`src/hw/rtl/clrq_pkg.sv`:
```
package clrq_pkg;

  localparam int unsigned QueueDepth = 16;
  localparam int unsigned SectorBits = 48;
  localparam int unsigned TagBits    = 8;

  // Request action codes.
  localparam logic ActAdd      = 1'b0;
  localparam logic ActDispatch = 1'b1;

  typedef enum logic {
    ST_IDLE,
    ST_HOLD
  } ctrl_state_e;

  // Commands from the controller to the datapath.
  typedef struct packed {
    logic load;
    logic add;
    logic dispatch;
  } cmd_t;

endpackage

```
`src/hw/rtl/clrq_req_if.sv`:
```
interface clrq_req_if #(
  parameter int unsigned SECTOR_BITS = clrq_pkg::SectorBits,
  parameter int unsigned TAG_BITS    = clrq_pkg::TagBits
);
  logic                   valid;
  logic                   ready;
  logic                   action;
  logic [SECTOR_BITS-1:0] sector;
  logic [TAG_BITS-1:0]    tag;

  modport source (output valid, action, sector, tag, input ready);
  modport sink   (input valid, action, sector, tag, output ready);
  modport mon    (input valid, ready, action, sector, tag);
endinterface

```
`src/hw/rtl/clrq_res_if.sv`:
```
interface clrq_res_if #(
  parameter int unsigned SECTOR_BITS = clrq_pkg::SectorBits,
  parameter int unsigned TAG_BITS    = clrq_pkg::TagBits,
  parameter int unsigned OCC_BITS    = $clog2(clrq_pkg::QueueDepth + 1)
);
  logic                   valid;
  logic                   ready;
  logic                   dispatched;
  logic [SECTOR_BITS-1:0] out_sector;
  logic [TAG_BITS-1:0]    out_tag;
  logic                   refused;
  logic [OCC_BITS-1:0]    occupancy;

  modport source (output valid, dispatched, out_sector, out_tag, refused, occupancy,
                  input ready);
  modport sink   (input valid, dispatched, out_sector, out_tag, refused, occupancy,
                  output ready);
  modport mon    (input valid, ready, dispatched, out_sector, out_tag, refused, occupancy);
endinterface

```
`src/hw/rtl/clrq_ctrl.sv`:
```
module clrq_ctrl (
  input  logic             clk_i,
  input  logic             rst_ni,
  input  logic             in_valid_i,
  input  logic             in_action_i,
  output logic             in_ready_o,
  output logic             out_valid_o,
  input  logic             out_ready_i,
  output clrq_pkg::cmd_t   cmd_o
);

  clrq_pkg::ctrl_state_e state_q, state_d;
  logic accept;

  always_ff @(posedge clk_i or negedge rst_ni) begin
    if (!rst_ni) begin
      state_q <= clrq_pkg::ST_IDLE;
    end else begin
      state_q <= state_d;
    end
  end

  always_comb begin
    in_ready_o  = 1'b0;
    out_valid_o = 1'b0;
    state_d     = state_q;
    unique case (state_q)
      clrq_pkg::ST_IDLE: begin
        in_ready_o = 1'b1;
      end
      clrq_pkg::ST_HOLD: begin
        out_valid_o = 1'b1;
        // Take the next request in the cycle the held result drains.
        in_ready_o  = out_ready_i;
      end
      default: begin
        in_ready_o = 1'b0;
      end
    endcase

    accept = in_valid_i && in_ready_o;

    if (accept) begin
      state_d = clrq_pkg::ST_HOLD;
    end else if (state_q == clrq_pkg::ST_HOLD && out_ready_i) begin
      state_d = clrq_pkg::ST_IDLE;
    end

    cmd_o.load     = accept;
    cmd_o.add      = accept && (in_action_i == clrq_pkg::ActAdd);
    cmd_o.dispatch = accept && (in_action_i == clrq_pkg::ActDispatch);
  end

endmodule

```
`src/hw/rtl/clrq_datapath.sv`:
```
module clrq_datapath #(
  parameter int unsigned QUEUE_DEPTH = clrq_pkg::QueueDepth,
  parameter int unsigned SECTOR_BITS = clrq_pkg::SectorBits,
  parameter int unsigned TAG_BITS    = clrq_pkg::TagBits,
  parameter int unsigned OCC_BITS    = $clog2(QUEUE_DEPTH + 1)
) (
  input  logic                   clk_i,
  input  logic                   rst_ni,
  input  clrq_pkg::cmd_t         cmd_i,
  input  logic [SECTOR_BITS-1:0] sector_i,
  input  logic [TAG_BITS-1:0]    tag_i,
  output logic                   dispatched_o,
  output logic [SECTOR_BITS-1:0] out_sector_o,
  output logic [TAG_BITS-1:0]    out_tag_o,
  output logic                   refused_o,
  output logic [OCC_BITS-1:0]    occupancy_o
);

  logic [SECTOR_BITS-1:0] sec_q [QUEUE_DEPTH];
  logic [TAG_BITS-1:0]    tag_q [QUEUE_DEPTH];
  logic [QUEUE_DEPTH-1:0] valid_q, valid_d;
  logic [OCC_BITS-1:0]    count_q, count_d;
  logic [SECTOR_BITS-1:0] head_q;

  logic [QUEUE_DEPTH-1:0] before_new; // entry stays ahead of the new request
  logic                   new_low;
  logic                   full, empty;
  logic                   do_add, do_disp;

  logic                   res_disp_q, res_ref_q;
  logic [SECTOR_BITS-1:0] res_sec_q;
  logic [TAG_BITS-1:0]    res_tag_q;
  logic [OCC_BITS-1:0]    res_occ_q;

  assign full    = (count_q == OCC_BITS'(QUEUE_DEPTH));
  assign empty   = (count_q == '0);
  assign do_add  = cmd_i.add && !full;
  assign do_disp = cmd_i.dispatch && !empty;
  assign new_low = (sector_i < head_q);

  // Each cell compares its entry with the broadcast request in C-LOOK order.
  always_comb begin
    for (int i = 0; i < QUEUE_DEPTH; i++) begin
      logic e_low;
      e_low = (sec_q[i] < head_q);
      if (e_low != new_low) begin
        before_new[i] = valid_q[i] && !e_low;
      end else begin
        before_new[i] = valid_q[i] && (sec_q[i] <= sector_i);
      end
    end
  end

  always_comb begin
    valid_d = valid_q;
    count_d = count_q;
    if (do_add) begin
      valid_d = {valid_q[QUEUE_DEPTH-2:0], 1'b1};
      count_d = count_q + OCC_BITS'(1);
    end else if (do_disp) begin
      valid_d = valid_q >> 1;
      count_d = count_q - OCC_BITS'(1);
    end
  end

  always_ff @(posedge clk_i or negedge rst_ni) begin
    if (!rst_ni) begin
      valid_q <= '0;
      count_q <= '0;
      head_q  <= '1;
    end else begin
      valid_q <= valid_d;
      count_q <= count_d;
      if (do_disp) begin
        head_q <= sec_q[0];
      end
    end
  end

  // Entry cells: keep, take the new request, or shift.
  for (genvar g = 0; g < QUEUE_DEPTH; g++) begin : g_cell
    logic prev_before;
    if (g == 0) begin : g_first
      assign prev_before = 1'b1;
    end else begin : g_rest
      assign prev_before = before_new[g-1];
    end

    always_ff @(posedge clk_i) begin
      if (do_add && !before_new[g]) begin
        if (prev_before) begin
          sec_q[g] <= sector_i;
          tag_q[g] <= tag_i;
        end else begin
          sec_q[g] <= sec_q[(g == 0) ? 0 : g-1];
          tag_q[g] <= tag_q[(g == 0) ? 0 : g-1];
        end
      end else if (do_disp && (g < QUEUE_DEPTH - 1)) begin
        sec_q[g] <= sec_q[(g < QUEUE_DEPTH - 1) ? g+1 : g];
        tag_q[g] <= tag_q[(g < QUEUE_DEPTH - 1) ? g+1 : g];
      end
    end
  end

  always_ff @(posedge clk_i) begin
    if (cmd_i.load) begin
      res_disp_q <= do_disp;
      res_sec_q  <= do_disp ? sec_q[0] : '0;
      res_tag_q  <= do_disp ? tag_q[0] : '0;
      res_ref_q  <= cmd_i.add && full;
      res_occ_q  <= count_d;
    end
  end

  assign dispatched_o = res_disp_q;
  assign out_sector_o = res_sec_q;
  assign out_tag_o    = res_tag_q;
  assign refused_o    = res_ref_q;
  assign occupancy_o  = res_occ_q;

endmodule

```
`src/hw/rtl/c_look_request_queue.sv`:
```
// A result is valid in the cycle after its request is accepted; every queue cell
// updates in parallel in the accept cycle. Throughput: one request per cycle
// while results drain; the result register frees as the downstream takes it.
// Reset (rst_ni low, asynchronous): queue empty, head position all ones,
//   no result pending.
module c_look_request_queue #(
  parameter int unsigned QUEUE_DEPTH = clrq_pkg::QueueDepth,
  parameter int unsigned SECTOR_BITS = clrq_pkg::SectorBits,
  parameter int unsigned TAG_BITS    = clrq_pkg::TagBits
) (
  input  logic       clk_i,
  input  logic       rst_ni,
  clrq_req_if.sink   req_i,
  clrq_res_if.source res_o
);

  localparam int unsigned OCC_BITS = $clog2(QUEUE_DEPTH + 1);

  clrq_pkg::cmd_t cmd;

  // Controller: owns the handshakes and turns an accepted request into
  // an add or dispatch command for the cells.
  clrq_ctrl u_ctrl (
    .clk_i       (clk_i),
    .rst_ni      (rst_ni),
    .in_valid_i  (req_i.valid),
    .in_action_i (req_i.action),
    .in_ready_o  (req_i.ready),
    .out_valid_o (res_o.valid),
    .out_ready_i (res_o.ready),
    .cmd_o       (cmd)
  );

  // Datapath: the sorted row of entry cells, the head position, the fill
  // count and the result register. An add drops into its C-LOOK slot with
  // one compare per cell; a dispatch shifts the row toward the front.
  clrq_datapath #(
    .QUEUE_DEPTH (QUEUE_DEPTH),
    .SECTOR_BITS (SECTOR_BITS),
    .TAG_BITS    (TAG_BITS),
    .OCC_BITS    (OCC_BITS)
  ) u_datapath (
    .clk_i        (clk_i),
    .rst_ni       (rst_ni),
    .cmd_i        (cmd),
    .sector_i     (req_i.sector),
    .tag_i        (req_i.tag),
    .dispatched_o (res_o.dispatched),
    .out_sector_o (res_o.out_sector),
    .out_tag_o    (res_o.out_tag),
    .refused_o    (res_o.refused),
    .occupancy_o  (res_o.occupancy)
  );

endmodule

```
`src/flat_wrapper.sv`:
```
// flat-port wrapper written by rule: the top's interface ports become plain ports
module c_look_request_queue_flat 
#(
  parameter int unsigned QUEUE_DEPTH = clrq_pkg::QueueDepth,
  parameter int unsigned SECTOR_BITS = clrq_pkg::SectorBits,
  parameter int unsigned TAG_BITS    = clrq_pkg::TagBits
)
  (clk_i, rst_ni, req_i_valid, req_i_action, req_i_sector, req_i_tag, req_i_ready, res_o_valid, res_o_dispatched, res_o_out_sector, res_o_out_tag, res_o_refused, res_o_occupancy, res_o_ready);
  clrq_req_if #(.SECTOR_BITS(SECTOR_BITS), .TAG_BITS(TAG_BITS)) req_i_i ();
  clrq_res_if #(.SECTOR_BITS(SECTOR_BITS), .TAG_BITS(TAG_BITS)) res_o_i ();
  input  logic clk_i;
  input  logic rst_ni;
  input wire logic [$bits(req_i_i.valid)-1:0] req_i_valid;
  input wire logic [$bits(req_i_i.action)-1:0] req_i_action;
  input wire logic [$bits(req_i_i.sector)-1:0] req_i_sector;
  input wire logic [$bits(req_i_i.tag)-1:0] req_i_tag;
  output wire logic [$bits(req_i_i.ready)-1:0] req_i_ready;
  output wire logic [$bits(res_o_i.valid)-1:0] res_o_valid;
  output wire logic [$bits(res_o_i.dispatched)-1:0] res_o_dispatched;
  output wire logic [$bits(res_o_i.out_sector)-1:0] res_o_out_sector;
  output wire logic [$bits(res_o_i.out_tag)-1:0] res_o_out_tag;
  output wire logic [$bits(res_o_i.refused)-1:0] res_o_refused;
  output wire logic [$bits(res_o_i.occupancy)-1:0] res_o_occupancy;
  input wire logic [$bits(res_o_i.ready)-1:0] res_o_ready;
  assign req_i_i.valid = req_i_valid;
  assign req_i_i.action = req_i_action;
  assign req_i_i.sector = req_i_sector;
  assign req_i_i.tag = req_i_tag;
  assign req_i_ready = req_i_i.ready;
  assign res_o_valid = res_o_i.valid;
  assign res_o_dispatched = res_o_i.dispatched;
  assign res_o_out_sector = res_o_i.out_sector;
  assign res_o_out_tag = res_o_i.out_tag;
  assign res_o_refused = res_o_i.refused;
  assign res_o_occupancy = res_o_i.occupancy;
  assign res_o_i.ready = res_o_ready;
  c_look_request_queue #(.QUEUE_DEPTH(QUEUE_DEPTH), .SECTOR_BITS(SECTOR_BITS), .TAG_BITS(TAG_BITS)) u_core (.clk_i(clk_i), .rst_ni(rst_ni), .req_i(req_i_i), .res_o(res_o_i));
endmodule
```
`config.mk`:
```
export PLATFORM = sky130hd
export DESIGN_NAME = c_look_request_queue_flat
export DESIGN_NICKNAME = d
export VERILOG_FILES = /design/src/hw/rtl/clrq_pkg.sv /design/src/hw/rtl/clrq_req_if.sv /design/src/hw/rtl/clrq_res_if.sv /design/src/hw/rtl/clrq_ctrl.sv /design/src/hw/rtl/clrq_datapath.sv /design/src/hw/rtl/c_look_request_queue.sv /design/src/flat_wrapper.sv
export SDC_FILE = /design/constraint.sdc
export NUM_CORES = 2
export LEC_CHECK = 0
export BUFFER_PORTS_ARGS = -buffer_cell sky130_fd_sc_hd__clkbuf_2
export CAP_MARGIN = 0
export CORE_AREA = 3 3 374 376
export CTS_BUF_LIST = sky130_fd_sc_hd__clkbuf_8
export CTS_CLUSTER_SIZE = 16
export DETAILED_ROUTE_END_ITERATION = 8
export DIE_AREA = 0 0 377 379
export PLACE_DENSITY = 0.8
export SLEW_MARGIN = 20
export SYNTH_ARGS = -nofsm -noshare
export SYNTH_HDL_FRONTEND = slang
export SYNTH_HIERARCHICAL = 1
export SYNTH_SLANG_ARGS = --single-unit
```
`constraint.sdc`:
```
create_clock -name clk_i -period 19.1 [get_ports clk_i]
set_input_delay 3.82 -clock clk_i [delete_from_list [all_inputs] [get_ports clk_i]]
set_output_delay 3.82 -clock clk_i [all_outputs]
set_load 0.02 [all_outputs]
```
==> metrics.md <==
| Metric | Value |
|---|---|
| Status | complete, but fails checks |
| Failing checks | design-rule violations |
| CTS Buf Count | between 150 and 200 |
| Cell area power density | 153.8 nW/um^2 |
| Post-Syn Instances | 8,047 |
| Initial Util | 59.87% |
| Routability cong. | 1.083 |
| Critical R2R Launch | u_core/u_datapath/head_q[36] |
| FP Rows | 136 |
| Die W | 377 um |
| Gr ovfl total | 0 |
| CORE AREA | ~140,000 sq um |
| Drt pass-1 iters | 9 |
| Final period util | 50.98% |
| Area post-placement | around 85,000 sq um |
| Netlist Area Pre-Place | 82,120 sq um |
| CP arrival | a little over 10 ns |
| Multi-input logic area | 48,850 sq um |
| Syn Nets | 9,677 |
| Pin count of the biggest net entering global routing | 89 |
| Post-CTS sizing | 0 |
| Register area share after synthesis | 37.28% |
| Number of synthesized flops with an enable pin | 959 |
| Fin cells | approximately 10,000 |
| Layout area overhead | 8.709% |
| Synth Flop Type | edfxtp_1 |
| Max IR drop VDD | 0.1001 mV |
| Net switching power | between 6000 and 7000 uW |
| Finished Cell Area | 89,270 sq um |
| Setup CP Type | in -> reg |
| Commonest non-fill, non-tap cell in the layout | ha_1 |
| Worst skew pair latency | 0.98 ns |
| Crit path time final | 9.738 ns |
| TNS Setup | 0 ns |
| Final Hold Fails | 0 |
| Avg Cell Area, Syn | 10.20 sq um |
| Netlist cell types | 96 |
| Most frequent cells in the layout | ha_1 (1,569), edfxtp_1 (959), a21oi_1 (778) |
| Chip height | 379 um |
| Reg2Reg Setup Slack | 11.59 ns |
| CTS root buf | clkbuf_8 |
| FILL cells | 10,820 |
| Drt total wl | 374,800 um |
| Seq pwr share | 31.3% |
| FMAX | just over 100 MHz |
| Max Slew Vio Count | 0 |
| Final Worst Setup Slack | approximately 9.4 ns |
| Comb pwr share | 52.5% |
| Number of vias per cell | 7.638 |
| Clock buffer depth | 3 |
| Post-placement worst setup slack | between 8 and 9 ns |
| FF+latch count, synth | between 1,000 and 1,500 |
| Antenna violations before repair | 38 |
| Slew HR | about an eighth |
| Dpl cells | between 9,000 and 10,000 |
| First-pass GRT wire length | about 520,000 um |
| Critical path endpoint category | flop |
| CTS HTree Levels | 4 |
| CP Launch Type | input pin |
| Unrepaired setup endpoints after global routing | no |
| Worst hold start | u_core/u_datapath/head_q[33] |
| Post-route clock skew | between 0.05 and 0.06 ns |
| Pwr Total | 13,730 uW |
| Synth warn | 6 |
| Register area | between 30,000 and 40,000 sq um |
| Net Sw Frac | 49.37% |
| Ys async rst share | 6.803% |
| Drt wl/cell | 36.99 um |
| DRC | 22 |
| Die area | 142,900 sq um |
| Vias | 77,410 |
| Worst Setup SP | req_i_sector[45] |
| CP Max Fanout | 33 |
| Vias in the first global route | 73,760 |
| CP required | approximately 20 ns |
| CTS tree | done |
| DR iter-0 viols | about 12,000 |
| Number of buffers added for setup after CTS | 0 |
| Max-cap violations | 0 |
| Overall routing resource usage | 51.09% |
| Internal Power | 6953 uW |
| Post-DRT Antenna Nets | 0 |
| IO Count | 126 |
| Hold-fix buffers, CTS | 0 |
| Layout cells sized above 1 | 9.384% |
| DPL Wire Length | 265,500 um |
| Worst Max-Slew Pin Slew | 1.311 ns |
| Worst hold-check path type | reg -> reg |
| Clock-pin slew on the worst setup and hold paths | 0.06 ns |
| Nets | slightly below 10,000 |
| Lkg Pwr | 0.03698 uW |
| Endpoints failing setup | 0 |
| Sink Count | 1,029 |
| Port Buffers | 125 |
| Part of the power in the clock network | between 15 and 20% |
## worst max-delay path: stages
cell and delay [ns]:
clkbuf_2 0.34, ha_1 0.44, nand4_1 0.16, nor4_1 0.99, o21ai_0 0.64, a21oi_1 0.42
or2_1 0.58, nor4_1 0.14, a22oi_1 0.59, nand2_1 0.33, mux2_2 1.15, buf_4 0.51
a222oi_1 0.18
## final cells by class
cell class	instances	area share, %
Inverter	382	1.612
Clock inverter	142	1.180
Clock buffer	197	3.037
Antenna cell	17	0.04765
Timing Repair Buffer	338	2.600
Sequential cell	1029	34.29
Multi-Input combinational cell	6235	54.72
Tap cell	1794	2.514
## cells in the mapped netlist, types with 29 or more instances
cell | instances | area, sq um
ha_1 | 1569 | 19630
edfxtp_1 | 959 | 28800
a21oi_1 | 784 | 3924
nand2_1 | 702 | 2635
o21ai_0 | 391 | 1957
inv_1 | 335 | 1257
nand4_1 | 322 | 2014
a21o_1 | 318 | 2387
nor2_1 | 306 | 1149
clkbuf_1 | 234 | 878.3
a22oi_1 | 180 | 1351
mux2i_1 | 159 | 1592
o211ai_1 | 156 | 1171
o22ai_1 | 121 | 757.0
a222oi_1 | 112 | 1121
a221oi_1 | 92 | 805.8
buf_2 | 92 | 460.4
nand3_1 | 84 | 420.4
a221o_1 | 75 | 750.7
and3_1 | 62 | 387.9
o311ai_0 | 62 | 543.0
and2_1 | 61 | 381.6
o221ai_1 | 61 | 534.3
o21ai_1 | 55 | 275.3
nor4_1 | 52 | 325.3
nor2b_1 | 49 | 306.5
a211oi_1 | 48 | 360.4
dfstp_2 | 48 | 1261
clkinv_1 | 47 | 176.4
nor3_1 | 47 | 235.2
mux2_2 | 41 | 461.7
o21a_1 | 36 | 270.3
buf_6 | 31 | 349.1
a31oi_1 | 29 | 181.4
and4_1 | 29 | 254.0
## registers in the layout, indices dropped and copies added (netlist names)
signal	count
u_core/u_datapath/out_sector_o	48
u_core/u_datapath/out_tag_o	8
u_core/u_datapath/head_q	48
u_core/u_ctrl/state_q	1
u_core/u_datapath/occupancy_o	5
u_core/u_datapath/sec_q	768
u_core/u_datapath/count_q	5
u_core/u_datapath/valid_q	16
u_core/u_datapath/refused_o	1
u_core/u_datapath/dispatched_o	1
u_core/u_datapath/tag_q	128
## power groups by stage
stage | Sequential, uW | Combinational (uW) | Clock, uW
finish | 4300 | 7210 | 2220
global route | 4300 | 7660 | 2300
CTS | 4220 | 6860 | 2210
detailed placement | 4250 | 6830 | 0
global placement | 4250 | 6540 | 0
floorplan | 3890 | 4260 | 0
## stage by stage
step	hold WS, ns	utilization (%)
detailed placement	0.5013	62.23
floorplan	0.4936	-
global placement	0.4963	62.15
CTS	0.5093	64.98
finish	0.5073	65.09
global route	0.5155	65.06
## cells by family (layout without fill, tap and decap cells)
| logic type | count (synthesis) | count (layout) | share of synthesized area (%) |
|---|---|---|---|
| AOI/OAI and AO/OA | 2646 | 2646 | 21.33 |
| and+or+nand+nor | 1795 | 1795 | 10.58 |
| adders and majority gates | 1574 | 1574 | 23.97 |
| DFF | 1029 | 1029 | 37.28 |
| buffers and inverters | 783 | 1059 | 4.080 |
| muxes | 217 | 217 | 2.733 |
| xor gates and xnor gates | 3 | 3 | 0.03200 |
| other | 0 | 17 | 0 |
## final timing paths
| check | end | depth (start not counted) |
|---|---|---|
| min in group asynchronous | u_core/u_ctrl/state_q | 1 |
| worst min-delay path | u_core/u_datapath/head_q[33] | 1 |
| max in group asynchronous | u_core/u_datapath/valid_q[15] | 2 |
| worst max-delay path | u_core/u_datapath/sec_q[1][260] | 13 |
| worst max register to register | u_core/u_datapath/sec_q[1][260] | 14 |
| worst min register to register | u_core/u_datapath/head_q[33] | 1 |
## per-layer routing
layer | part of all wire [%] | track usage (%)
met1 | 34 | 61.63
met2 | 40 | 72.42
met3 | 16 | 19.18
met4 | 9.9 | 41.94
met5 | 0.057 | 0.5146
No activity file was read; power rests on OpenSTA's default activity.
